File: src/cpu8_pkg.sv
// ---------------------------------------------------------------------------
// cpu8_pkg
// Shared types and constants for the 8-bit CPU execute unit.
// ---------------------------------------------------------------------------
package cpu8_pkg;

   // flag_bits layout: N V D I Z C from bit 5 down to bit 0
   localparam int FL_N = 5;
   localparam int FL_V = 4;
   localparam int FL_D = 3;
   localparam int FL_I = 2;
   localparam int FL_Z = 1;
   localparam int FL_C = 0;

   localparam logic [7:0] SP_RESET    = 8'hFD;
   localparam logic [5:0] FLAG_RESET  = 6'h04;

   // architectural state
   typedef struct packed {
      logic [7:0] acc;
      logic [7:0] xreg;
      logic [7:0] yreg;
      logic [7:0] sp;
      logic [5:0] flags;
   } arch_type;

   // one result item
   typedef struct packed {
      logic       write_enable;
      logic [7:0] write_data;
      logic       branch_taken;
      logic [7:0] stack_slot;
      logic       unsupported;
   } side_type;

endpackage

File: src/cpu8_alu.sv
// ---------------------------------------------------------------------------
// cpu8_alu
// Decodes one opcode and computes the next register state and side results.
// ---------------------------------------------------------------------------
module cpu8_alu (
   input  logic [7:0]        action,
   input  logic [7:0]        operand,
   input  cpu8_pkg::arch_type cur,
   output cpu8_pkg::arch_type nxt,
   output cpu8_pkg::side_type side
);
   import cpu8_pkg::*;

   logic [8:0] sum;
   logic [7:0] addend;
   logic [7:0] res;
   logic [7:0] cmp_reg;
   logic [7:0] sh_in;
   logic [7:0] sh_out;
   logic       sh_c;
   logic       flag_sel;
   logic [7:0] status_b;

   // opcodes that leave N and Z alone (besides BIT, branches, bad opcodes)
   function automatic logic updates_nz(input logic [7:0] op);
      case (op)
         8'h85, 8'h95, 8'h8D, 8'h9D, 8'h99, 8'h81, 8'h91,
         8'h86, 8'h96, 8'h8E, 8'h84, 8'h94, 8'h8C,
         8'h9A, 8'h18, 8'h38, 8'h58, 8'h78, 8'hB8, 8'hD8, 8'hF8,
         8'h48, 8'h08, 8'h28, 8'hEA: updates_nz = 1'b0;
         default: updates_nz = 1'b1;
      endcase
   endfunction

   always_comb begin
      // shifter: kind from opcode bits 6:5
      sh_in = (action[3:0] == 4'hA) ? cur.acc : operand;
      case (action[6:5])
         2'd0: begin sh_out = {sh_in[6:0], 1'b0};        sh_c = sh_in[7]; end
         2'd1: begin sh_out = {sh_in[6:0], cur.flags[FL_C]}; sh_c = sh_in[7]; end
         2'd2: begin sh_out = {1'b0, sh_in[7:1]};        sh_c = sh_in[0]; end
         default: begin sh_out = {cur.flags[FL_C], sh_in[7:1]}; sh_c = sh_in[0]; end
      endcase
      addend   = action[7] ? ~operand : operand;
      sum      = {1'b0, cur.acc} + {1'b0, addend} + {8'd0, cur.flags[FL_C]};
      status_b = {cur.flags[FL_N], cur.flags[FL_V], 2'b11, cur.flags[FL_D],
                  cur.flags[FL_I], cur.flags[FL_Z], cur.flags[FL_C]};
      case (action[7:6])
         2'd0: flag_sel = cur.flags[FL_N];
         2'd1: flag_sel = cur.flags[FL_V];
         2'd2: flag_sel = cur.flags[FL_C];
         default: flag_sel = cur.flags[FL_Z];
      endcase
      cmp_reg = cur.acc;
      res     = 8'd0;
      nxt     = cur;
      side    = '0;

      if (action[4:0] == 5'h10) begin
         side.branch_taken = (flag_sel == action[5]);
      end else begin
         case (action)
            8'h69, 8'h65, 8'h75, 8'h6D, 8'h7D, 8'h79, 8'h61, 8'h71,
            8'hE9, 8'hE5, 8'hF5, 8'hED, 8'hFD, 8'hF9, 8'hE1, 8'hF1: begin
               res = sum[7:0];
               nxt.acc = res;
               nxt.flags[FL_C] = sum[8];
               nxt.flags[FL_V] = (cur.acc[7] ^ res[7]) & (addend[7] ^ res[7]);
            end
            8'h29, 8'h25, 8'h35, 8'h2D, 8'h3D, 8'h39, 8'h21, 8'h31: begin
               res = cur.acc & operand; nxt.acc = res;
            end
            8'h09, 8'h05, 8'h15, 8'h0D, 8'h1D, 8'h19, 8'h01, 8'h11: begin
               res = cur.acc | operand; nxt.acc = res;
            end
            8'h49, 8'h45, 8'h55, 8'h4D, 8'h5D, 8'h59, 8'h41, 8'h51: begin
               res = cur.acc ^ operand; nxt.acc = res;
            end
            8'hC9, 8'hC5, 8'hD5, 8'hCD, 8'hDD, 8'hD9, 8'hC1, 8'hD1,
            8'hE0, 8'hE4, 8'hEC, 8'hC0, 8'hC4, 8'hCC: begin
               if (action == 8'hE0 || action == 8'hE4 || action == 8'hEC) cmp_reg = cur.xreg;
               else if (action == 8'hC0 || action == 8'hC4 || action == 8'hCC)
                  cmp_reg = cur.yreg;
               res = cmp_reg - operand;
               nxt.flags[FL_C] = (cmp_reg >= operand);
            end
            8'h24, 8'h2C: begin
               res = 8'd0;
            end
            8'hA9, 8'hA5, 8'hB5, 8'hAD, 8'hBD, 8'hB9, 8'hA1, 8'hB1: begin
               res = operand; nxt.acc = res;
            end
            8'hA2, 8'hA6, 8'hB6, 8'hAE, 8'hBE: begin res = operand; nxt.xreg = res; end
            8'hA0, 8'hA4, 8'hB4, 8'hAC, 8'hBC: begin res = operand; nxt.yreg = res; end
            8'h85, 8'h95, 8'h8D, 8'h9D, 8'h99, 8'h81, 8'h91: begin
               side.write_enable = 1'b1; side.write_data = cur.acc;
            end
            8'h86, 8'h96, 8'h8E: begin side.write_enable = 1'b1; side.write_data = cur.xreg; end
            8'h84, 8'h94, 8'h8C: begin side.write_enable = 1'b1; side.write_data = cur.yreg; end
            8'hC6, 8'hD6, 8'hCE, 8'hDE: begin
               res = operand - 8'd1; side.write_enable = 1'b1; side.write_data = res;
            end
            8'hE6, 8'hF6, 8'hEE, 8'hFE: begin
               res = operand + 8'd1; side.write_enable = 1'b1; side.write_data = res;
            end
            8'h0A, 8'h2A, 8'h4A, 8'h6A: begin
               res = sh_out; nxt.acc = res; nxt.flags[FL_C] = sh_c;
            end
            8'h06, 8'h16, 8'h0E, 8'h1E, 8'h26, 8'h36, 8'h2E, 8'h3E,
            8'h46, 8'h56, 8'h4E, 8'h5E, 8'h66, 8'h76, 8'h6E, 8'h7E: begin
               res = sh_out; nxt.flags[FL_C] = sh_c;
               side.write_enable = 1'b1; side.write_data = res;
            end
            8'hCA: begin res = cur.xreg - 8'd1; nxt.xreg = res; end
            8'h88: begin res = cur.yreg - 8'd1; nxt.yreg = res; end
            8'hE8: begin res = cur.xreg + 8'd1; nxt.xreg = res; end
            8'hC8: begin res = cur.yreg + 8'd1; nxt.yreg = res; end
            8'hAA: begin res = cur.acc;  nxt.xreg = res; end
            8'hA8: begin res = cur.acc;  nxt.yreg = res; end
            8'hBA: begin res = cur.sp;   nxt.xreg = res; end
            8'h8A: begin res = cur.xreg; nxt.acc = res; end
            8'h98: begin res = cur.yreg; nxt.acc = res; end
            8'h9A: nxt.sp = cur.xreg;
            8'h18: nxt.flags[FL_C] = 1'b0;
            8'h38: nxt.flags[FL_C] = 1'b1;
            8'h58: nxt.flags[FL_I] = 1'b0;
            8'h78: nxt.flags[FL_I] = 1'b1;
            8'hB8: nxt.flags[FL_V] = 1'b0;
            8'hD8: nxt.flags[FL_D] = 1'b0;
            8'hF8: nxt.flags[FL_D] = 1'b1;
            8'h48, 8'h08: begin
               side.write_enable = 1'b1;
               side.write_data   = action[6] ? cur.acc : status_b;
               side.stack_slot   = cur.sp;
               nxt.sp = cur.sp - 8'd1;
            end
            8'h68: begin
               nxt.sp = cur.sp + 8'd1; side.stack_slot = nxt.sp;
               res = operand; nxt.acc = res;
            end
            8'h28: begin
               nxt.sp = cur.sp + 8'd1; side.stack_slot = nxt.sp;
               nxt.flags = {operand[7], operand[6], operand[3:0]};
            end
            8'hEA: ;
            default: side.unsupported = 1'b1;
         endcase
      end

      // N and Z from the result where the instruction sets them
      case (action)
         8'h24, 8'h2C: begin
            nxt.flags[FL_Z] = ((cur.acc & operand) == 8'd0);
            nxt.flags[FL_N] = operand[7];
            nxt.flags[FL_V] = operand[6];
         end
         default: begin
            if (!side.unsupported && action[4:0] != 5'h10 && updates_nz(action)) begin
               nxt.flags[FL_N] = res[7];
               nxt.flags[FL_Z] = (res == 8'd0);
            end
         end
      endcase
   end

endmodule

File: src/cpu8_execute_unit_top.sv
// ---------------------------------------------------------------------------
// cpu8_execute_unit_top
// Execute stage of an 8-bit CPU: one instruction per item, registered result.
// ---------------------------------------------------------------------------
// Channel | Dir | Contents
// req     | in  | tdata[7:0] action, tdata[15:8] operand
// rsp     | out | tdata: write_enable, write_data, branch_taken, stack_slot,
//         |     |        unsupported, acc, x, y, sp, status (59 bits, zero-filled to 64)
//
// One item per cycle while the result side is not stalled; a result appears the
// cycle after its item is taken.
// Reset clears A, X, Y, sets SP to 0xFD and leaves only I set.
// A stalled result holds; an item is taken whenever the result register is
// empty or being emptied in the same cycle.
module cpu8_execute_unit_top (
   input  logic        clock,
   input  logic        reset,
   input  logic        req_tvalid,
   output logic        req_tready,
   input  logic [15:0] req_tdata,  // [7:0] action, [15:8] operand
   output logic        rsp_tvalid,
   input  logic        rsp_tready,
   // [0] write_enable, [8:1] write_data, [9] branch_taken, [17:10] stack_slot,
   // [18] unsupported, [26:19] acc_value, [34:27] xreg_value,
   // [42:35] yreg_value, [50:43] stack_ptr_value, [58:51] status_value
   output logic [63:0] rsp_tdata
);
   import cpu8_pkg::*;

   arch_type   state_ff, state_in;
   side_type   side_in, side_ff;
   logic       valid_ff;
   logic       take;

   assign req_tready = !valid_ff || rsp_tready;
   assign take       = req_tvalid && req_tready;

   cpu8_alu u_alu (
      .action (req_tdata[7:0]),
      .operand(req_tdata[15:8]),
      .cur    (state_ff),
      .nxt    (state_in),
      .side   (side_in)
   );

   // advance architectural state and result valid
   always_ff @(posedge clock) begin
      if (reset) begin
         state_ff <= '{acc: 8'd0, xreg: 8'd0, yreg: 8'd0, sp: SP_RESET, flags: FLAG_RESET};
         valid_ff <= 1'b0;
      end else begin
         if (take) state_ff <= state_in;
         if (take) valid_ff <= 1'b1;
         else if (rsp_tready) valid_ff <= 1'b0;
      end
   end

   // hold side results with the item
   always_ff @(posedge clock) begin
      if (take) side_ff <= side_in;
   end

   assign rsp_tvalid = valid_ff;
   assign rsp_tdata  = {5'd0,
      state_ff.flags[FL_N], state_ff.flags[FL_V], 2'b10, state_ff.flags[FL_D],
      state_ff.flags[FL_I], state_ff.flags[FL_Z], state_ff.flags[FL_C],
      state_ff.sp, state_ff.yreg, state_ff.xreg, state_ff.acc,
      side_ff.unsupported, side_ff.stack_slot, side_ff.branch_taken,
      side_ff.write_data, side_ff.write_enable};

   // a stalled result keeps its state
   a_hold: assert property (@(posedge clock) disable iff (reset)
      rsp_tvalid && !rsp_tready |=> $stable(state_ff)) else $error("state moved in stall");
   // unsupported leaves the state unchanged
   a_bad: assert property (@(posedge clock) disable iff (reset)
      take && side_in.unsupported |=> $stable(state_ff)) else $error("bad opcode changed state");
   // nothing is written by an unsupported opcode
   a_nowr: assert property (@(posedge clock) disable iff (reset)
      rsp_tvalid && side_ff.unsupported |-> !side_ff.write_enable)
      else $error("write on bad opcode");

endmodule

File: config.mk
export PLATFORM = sky130hd
export DESIGN_NAME = cpu8_execute_unit_top
export DESIGN_NICKNAME = d
export VERILOG_FILES = /design/src/cpu8_pkg.sv /design/src/cpu8_alu.sv /design/src/cpu8_execute_unit_top.sv
export SDC_FILE = /design/constraint.sdc
export NUM_CORES = 1
export LEC_CHECK = 0
export ABC_AREA = 1
export BUFFER_PORTS_ARGS = -buffer_cell sky130_fd_sc_hd__buf_2
export CAP_MARGIN = 20
export CORE_MARGIN = 10
export CORE_UTILIZATION = 30
export DETAILED_ROUTE_END_ITERATION = 6
export SYNTH_ARGS = -nofsm -noshare
export SYNTH_HDL_FRONTEND = slang
export SYNTH_HIERARCHICAL = 1
export SYNTH_SLANG_ARGS = --single-unit
File: constraint.sdc
create_clock -name clock -period 4.6 [get_ports clock]
set_input_delay 0.92 -clock clock [delete_from_list [all_inputs] [get_ports clock]]
set_output_delay 0.92 -clock clock [all_outputs]
set_load 0.005 [all_outputs]
==> results of run 1 <==
## metal layers
layer | wire [µm] | up-vias | share of wire (%) | GRT usage (%)
met1 | 17700 | 4831 | 42 | 31.7
li1 | - | 4963 | - | -
met4 | 2060 | 4 | 4.9 | 10.6
met5 | 24 | - | 0.057 | 0
met2 | 17900 | 655 | 43 | 36.4
met3 | 4400 | 137 | 10 | 5.37
## worst min-delay path: cells and delay by family (launching register included)
| family | cells | cell delay, ps |
|---|---|---|
| simple gates | 1 | 60 |
| flops | 1 | 330 |
| compound gates | 1 | 110 |
## cells in the final DEF, fill, tap and decap left out, drive strengths merged, types with 10 or more instances in the layout
| cell type | instances |
|---|---|
| nand2 | 447 |
| nor2 | 204 |
| nand3 | 169 |
| inv | 166 |
| buf | 111 |
| o21ai | 86 |
| a21oi | 82 |
| ha | 40 |
| dfxtp | 39 |
| nand4 | 22 |
| edfxtp | 19 |
| o211ai | 18 |
| nor3 | 18 |
| xor2 | 16 |
| o22ai | 11 |
| o2111ai | 11 |
| a211oi | 10 |
## per-stage QoR
step | cell area [µm²] | instances | utilization, % | power, mW | hold WS (ps)
after detailed placement | 8960 | 1864 | 33.2 | 1.38 | 515
after global routing | 9280 | 1880 | 34.4 | 2.29 | 571
after CTS | 9280 | 1880 | 34.4 | 2.18 | 529
final | 9280 | 1880 | 34.4 | 2.18 | 535
after floorplan | 8220 | 1470 | - | 1.11 | 472
after global placement | 8960 | 1864 | 33.2 | 1.38 | 498
## state kept, by name (all words and copies together), names as in the netlist
register / count
rsp_tdata: 57
rsp_tvalid: 1
## power by group
part | total [mW] | switching (mW) | internal [mW] | leakage, nW
logic | 0.739 | 0.501 | 0.238 | 4.09
clock network | 0.787 | 0.312 | 0.474 | 0.153
registers | 0.655 | 0.0864 | 0.569 | 0.515
total | 2.18 | 0.900 | 1.28 | 4.75
## path summary, 6_finish.rpt
check	cells past startpoint	endpoint	slack [ps]	from
setup / recovery	27	rsp_tdata[58]	660	req_tdata[0]
hold / removal	2	rsp_tdata[57]	530	rsp_tdata[57]
setup reg to reg	18	rsp_tdata[58]	1490	rsp_tdata[29]
hold reg to reg	2	rsp_tdata[57]	530	rsp_tdata[57]
## cell type report
cell class / count / area, µm² / share of cell area [%]
multi-input cells: 1185 / 5910 / 63.7
inverters: 169 / 634 / 6.84
clock inverters: 7 / 93.8 / 1.01
well taps: 341 / 427 / 4.60
repair buffers: 111 / 638 / 6.88
clock buffers: 9 / 225 / 2.43
flip-flops and latches: 58 / 1350 / 14.6
## cell families (layout without fill, tap and decap cells)
family	Yosys count	in the layout	share of synthesized area, %
other cells	2	7	0.0915
compound gates	244	244	17.8
buf+inv	227	296	11.7
fa+ha+maj	43	43	6.83
flops	58	58	16.5
simple gates	869	869	44.7
xor+xnor	22	22	2.35
==> results.yml, run 1 <==
setup_path:
  cpMostUsedCell: "nand2_1"
  critical_path.slowest_cell: "o21ai_0"
  crit_buf_inv: 7
  cp_max_fo: 10
  required_ps: 4850
  cp-end-kind: "register"
  worstPathArrival_ps: 4190
  crit_type: "in -> reg"
  max_stage_delay_ps: 380
  crit_family: "simple AND/OR/NAND/NOR gates"
  crit_path_start_kind: "input port"
timing:
  fin_ws_ps: 660
  fmax_mhz: 254
  finalSetupViolCount: 0
  slew_headroom_pct: 47.0
  grt_setup_unrepaired: "false"
  skew_ps: 14.8
  tightest_slew_ps: 795
  period_minus_slack_ps: 3940
  period_share_pct: 85.6
  drv_slew: 0
  hold_viol_final: 0
  setup_tns_ps: 0
clocking:
  cts.repair.resized: 0
  root_buffer: "clkbuf_16"
  post_cts_buffers: 0
  cts_tree: "yes"
  clockBufferDepth: 2
  cts_buffers: 9
  ctsHoldBuffers: 0
  clock_latency_ps: 360
  clkSinkCount: 58
  htree_levels: 3
  clk_pin_slew_worst_paths_ps: 60
die:
  core_area_um2: 27000
  io_pins: 86
  dieWidth_um: 185
  initial_utilization_pct: 30.4
  fp.dieH_um: 185
  die_area_um2: 34400
  core.rowCount: 60
detailed_routing:
  drtIter0Drc: 1501
  vias_per_cell: 5.63
  drt_first_pass_iters: 6
  wire_per_inst_um: 22.4
  drc: 0
  vias: 10600
  antenna_violating_nets_post_route: 0
  routed_wl_um: 42100
synth:
  ys_async_sr_fraction_pct: 0
  syn_avg_cell_area_um2: 5.60
  synth_top_area_share_pct: 20.0
  ys.flop_type: "dfxtp_1"
  synth-edff-count: 19
  synth_commonest_cells: "nand2_1 (438), nor2_1 (192), nand3_1 (166)"
  yosys-top-cells-area: "nand2_1 (20%), nand3_1 (10%), dfxtp_1 (9.5%)"
  synth_top_area_cell: "nand2_1"
  yosysMostFrequentCell: "nand2_1"
  ys_ff_latch: 58
  yosys_warnings: 6
  synth_cell_types: 51
  syn_area_um2: 8200
  synthCells: 1465
  yosysSeqAreaShare_pct: 16.5
global_routing:
  grt.total_usage_pct: 24.0
  antenna_found_initial: 3
  grt_pass1_wl_um: 62100
  grt_pass1_vias: 9620
  grt_start_max_net_pins: 69
  globalRoute.totalOverflow: 0
cells_and_area:
  fillCellCount: 3116
  drive_gt1_share_pct: 11.3
  n_antenna_cell: 0
  syn_to_final_growth_pct: 13.1
  nNetsFinal: 1597
power_and_ir_drop:
  p_leak_nw: 4.75
  power_density_nw_per_um2: 235
  ir_worst_vdd_mv: 0.143
place:
  port_buffers: 78
  dp_hpwl_um: 32900
  place_worst_setup_slack_ps: 368
  gp_congestion: 1.05
worst_hold_path:
  hold_class: "reg -> reg"
outcome:
  status: "complete, no violations"
job:
  drv_cap: 0
Power figures use the tool's default switching activity.
==> run 2: changes to the inputs <==
Settings changed: BUFFER_PORTS_ARGS -buffer_cell sky130_fd_sc_hd__buf_2 to unset, CORE_UTILIZATION 30 to 55, DONT_BUFFER_PORTS set to 1, PLACE_DENSITY set to 0.7.
==> results.yml, run 2 (synthesis results as in run 1) <==
timing:
  fin_ws_ps: 557
  setup_tns_ps: 0
  skew_ps: 11.7
  period_minus_slack_ps: 4040
  slew_headroom_pct: 47.1
  finalSetupViolCount: 0
  whs_ps: 556
  drv_slew: 0
  tightest_slew_ps: 785
  fmax_mhz: 247
  hold_viol_final: 0
  grt_setup_unrepaired: "false"
  period_share_pct: 87.9
power_and_ir_drop:
  p_seq_share_pct: 32.9
  power_frac_comb_pct: 31.4
  p_leak_nw: 4.32
  power.switching_uw: 777
  ir_worst_vdd_mv: 0.222
  p_int_mw: 1.24
  clockPowerShare_pct: 35.6
  swShare_pct: 38.5
  power_density_nw_per_um2: 236
outcome:
  violations: "DRC"
  status: "complete, but fails checks"
setup_path:
  required_ps: 4830
  critical_path.slowest_cell: "o21ai_0"
  cp_max_fo: 10
  cpMostUsedCell: "nand2_1"
  cp-end-kind: "register"
  crit_type: "in -> reg"
  worstPathArrival_ps: 4270
  max_stage_delay_ps: 380
  crit_path_start_kind: "input port"
global_routing:
  grt_start_max_net_pins: 71
  grt_pass1_vias: 9208
  grt_pass1_wl_um: 55400
  use_met3_pct: 9.75
  grt-busiest-layer: "met2"
  gr-usage-met2_pct: 52.2
  antenna_found_initial: 1
  grtUsageMet1_pct: 45.2
  globalRoute.totalOverflow: 0
  grt.total_usage_pct: 35.2
die:
  io_pins: 86
  fp.dieH_um: 142
  core_area_um2: 14600
  dieWidth_um: 142
  die_area_um2: 20200
  initial_utilization_pct: 56.2
  core.rowCount: 44
cells_and_area:
  largest_reg_flops: 57
  n_antenna_cell: 0
  multi_input_area_um2: 5910
  syn_to_final_growth_pct: 4.13
  finalInstanceArea_um2: 8540
  utilization_pct: 58.6
  drive_gt1_share_pct: 5.27
  layout_commonest_cell: "nand2_1"
  seq_area_um2: 1350
  nNetsFinal: 1500
  fillCellCount: 1542
  layout_common_cells: "nand2_1 (438), nor2_1 (192), nand3_1 (166)"
place:
  place_area_um2: 8230
  gp_congestion: 1.12
  port_buffers: 0
  place_worst_setup_slack_ps: 359
  dp_hpwl_um: 28400
detailed_routing:
  wire_per_inst_um: 23.0
  drt_first_pass_iters: 7
  routed_wl_um: 37500
  antenna_violating_nets_post_route: 0
  vias: 10500
  drtIter0Drc: 1960
  drc: 1
  vias_per_cell: 6.48
clocking:
  cts.repair.resized: 0
  clkSinkCount: 58
  root_buffer: "clkbuf_16"
  clock_latency_ps: 340
  htree_levels: 3
  cts_buffers: 9
  ctsHoldBuffers: 0
  clk_pin_slew_worst_paths_ps: 50
  post_cts_buffers: 0
  clockBufferDepth: 2
  cts_tree: "yes"
worst_hold_path:
  hold_class: "reg -> reg"
job:
  drv_cap: 0
-- run 2: path summary, 6_finish.rpt --
check,slack [ps],depth (start not counted),end,from
max,560,25,rsp_tdata[58],req_tdata[0]
min,560,2,rsp_tdata[53],rsp_tdata[53]
max reg2reg,1440,18,rsp_tdata[58],rsp_tdata[29]
min reg2reg,560,2,rsp_tdata[53],rsp_tdata[53]
-- run 2: stage by stage --
step / power [mW] / cells
3_3_place_gp: 1.27 / 1610
3_5_place_dp: 1.27 / 1610
4_1_cts: 1.99 / 1626
2_1_floorplan: 1.11 / 1470
5_1_grt: 2.10 / 1626
6_report: 2.02 / 1626
-- run 2: metal layers --
metal | share of wire, % | vias up
met1 | 38 | 4723
met5 | 0.029 | -
met4 | 6.2 | 2
li1 | - | 4761
met2 | 41 | 868
met3 | 14 | 190
-- run 2: area by class of cell --
class                      count  area share [%]
multi-input combinational   1185            69.2
sequential                    58            15.8
inverter                     169            7.43
tap                          184            2.69
clock buffer                  10            2.68
timing repair buffer          14            1.23
clock inverter                 6           0.967
-- run 2: power groups by stage --
stage	clock (mW)	combinational, mW	sequential, mW
after floorplan	0	0.481	0.626
after global placement	0	0.593	0.673
after detailed placement	0	0.599	0.673
after CTS	0.724	0.603	0.662
after global routing	0.734	0.692	0.670
final	0.720	0.635	0.666
-- run 2: critical path: cells and delay by family --
family	cells	cell delay [ps]
AO/OA/AOI/OAI	4	770
buffers and inverters	5	600
AND/OR/NAND/NOR	15	1670
adder cells (fa/ha/maj)	1	300
==> run 3: changes to the inputs <==
Settings changed: ABC_AREA 1 to unset.
Clock period 4.6 ns to 4.9 ns, I/O delays scaled along.
==> results.yml, run 3 <==
timing:
  drv_slew: 0
  slew_headroom_pct: 26.5
  period_share_pct: 84.9
  grt_setup_unrepaired: "false"
  setup_tns_ps: 0
  finalSetupViolCount: 0
  skew_ps: 13.4
  period_minus_slack_ps: 4160
  fin_ws_ps: 741
  hold_viol_final: 0
  tightest_slew_ps: 1100
  fmax_mhz: 240
outcome:
  violations: "DRC"
  status: "complete, but fails checks"
global_routing:
  grt_pass1_wl_um: 46400
  antenna_found_initial: 0
  grt.total_usage_pct: 32.2
  grt_pass1_vias: 7282
  globalRoute.totalOverflow: 0
  grt_start_max_net_pins: 64
detailed_routing:
  drtIter0Drc: 1363
  vias_per_cell: 7.29
  drc: 9
  drt_first_pass_iters: 7
  routed_wl_um: 31100
  wire_per_inst_um: 27.5
  vias: 8238
  antenna_violating_nets_post_route: 0
clocking:
  clockBufferDepth: 2
  clock_latency_ps: 350
  post_cts_buffers: 0
  cts.repair.resized: 0
  cts_buffers: 9
  cts_tree: "yes"
  clk_pin_slew_worst_paths_ps: 50
  htree_levels: 3
  clkSinkCount: 58
  root_buffer: "clkbuf_16"
  ctsHoldBuffers: 0
cells_and_area:
  syn_to_final_growth_pct: 3.45
  nNetsFinal: 1012
  largest_reg_flops: 57
  utilization_pct: 58.2
  layout_commonest_cell: "a21oi_1"
  n_antenna_cell: 0
  drive_gt1_share_pct: 9.64
  finalInstanceArea_um2: 7740
  layout_common_cells: "a21oi_1 (88), nor2_1 (85), nand2_1 (81)"
power_and_ir_drop:
  power.switching_uw: 493
  p_seq_share_pct: 33.9
  total_power_mw: 1.62
  power_density_nw_per_um2: 209
  ir_worst_vdd_mv: 0.117
  clockPowerShare_pct: 44.9
  power_frac_comb_pct: 21.2
  p_int_mw: 1.13
  p_leak_nw: 2.86
  swShare_pct: 30.4
place:
  place_area_um2: 7390
  dp_hpwl_um: 22900
  place_worst_setup_slack_ps: 496
  gp_congestion: 1.11
  port_buffers: 0
die:
  io_pins: 86
  core.rowCount: 42
  initial_utilization_pct: 56.2
  fp.dieH_um: 137
  dieWidth_um: 137
  core_area_um2: 13300
  die_area_um2: 18700
worst_hold_path:
  hold_class: "reg -> reg"
setup_path:
  worstPathCellList: "and4bb_2, nand3_1, buf_4, nor2_1, a21oi_1, o21ai_0, inv_1, fa_1, nor2b_1, o21a_1, nor2_1, xnor2_1, o31a_1, nor4b_1, nand4_1, o31ai_2, nand3_1, a21oi_1"
  crit_buf_inv: 2
  cp-end-kind: "register"
  crit_type: "in -> reg"
  max_stage_delay_ps: 500
  critical_path.slowest_cell: "and4bb_2"
  required_ps: 5170
  crit_family: "simple AND/OR/NAND/NOR gates"
  worstPathArrival_ps: 4430
  crit_path_start_kind: "input port"
  cp_max_fo: 46
synth:
  yosys-top-cells-area: "dfxtp_1 (10%), edfxtp_1 (7.6%), ha_1 (6.7%)"
  synth_commonest_cells: "a21oi_1 (88), nor2_1 (85), nand2_1 (81)"
  synth_cell_types: 92
  syn_area_um2: 7480
  ys_async_sr_fraction_pct: 0
  ys_ff_latch: 58
  yosys_warnings: 6
  synth-edff-count: 19
  ys.flop_type: "dfxtp_1"
  synthCells: 1004
  yosysSeqAreaShare_pct: 18.1
  syn_avg_cell_area_um2: 7.45
  synth_top_area_share_pct: 10.4
  yosysMostFrequentCell: "a21oi_1"
  synth_top_area_cell: "dfxtp_1"
job:
  drv_cap: 0
run 3: kinds of logic (layout without fill, tap and decap cells):
group / count (synthesis) / after routing / synth area share [%]
muxes: 40 / 40 / 5.60
other: 2 / 7 / 0.100
and+or+nand+nor: 381 / 381 / 26.9
xor gates and xnor gates: 35 / 35 / 4.10
adders and majority gates: 43 / 43 / 7.50
buffers and inverters: 129 / 74 / 8.23
DFF: 58 / 58 / 18.1
AOI/OAI and AO/OA: 316 / 316 / 29.5
run 3: power by group through the flow:
stage	Clock (mW)	Combinational [mW]	Sequential [mW]
finish	0.727	0.343	0.550
global route	0.749	0.369	0.551
CTS	0.730	0.328	0.549
detailed placement	0	0.326	0.559
global placement	0	0.327	0.559
floorplan	0	0.299	0.541
run 3: worst min-delay path: stages, from the launching register on:
cell	delay (ps)
dfxtp_1	380
nor2_1	130
mux2i_1	70
run 3: worst paths after layout:
| kind | startpoint | to | slack (ps) | cells past startpoint |
|---|---|---|---|---|
| max | req_tdata[5] | rsp_tdata[52] | 740 | 18 |
| min | rsp_tdata[50] | rsp_tdata[50] | 630 | 2 |
| max reg2reg | rsp_tdata[30] | rsp_tdata[52] | 1290 | 10 |
| min reg2reg | rsp_tdata[50] | rsp_tdata[50] | 630 | 2 |
run 3: per-stage QoR:
| stage | hold slack [ps] | std cells |
|---|---|---|
| 5_1_grt | 683 | 1130 |
| 4_1_cts | 640 | 1129 |
| 3_5_place_dp | 624 | 1113 |
| 3_3_place_gp | 615 | 1113 |
| 6_report | 633 | 1130 |
| 2_1_floorplan | 514 | 1009 |
run 3: cell type report:
| type | instances | area (µm²) |
|---|---|---|
| fill | 1285 | 5560 |
| multi-input combinational | 822 | 5540 |
| sequential | 58 | 1350 |
| clock buffer | 10 | 250 |
| tap | 176 | 220 |
| timing repair buffer | 20 | 148 |
| inverter | 38 | 143 |
| clock inverter | 6 | 87.6 |
run 3: routing by layer:
metal	routed length [µm]	track usage [%]
met1	12300	43.0
met2	12800	45.9
met3	4350	9.93
met4	1640	15.1
met5	0	0
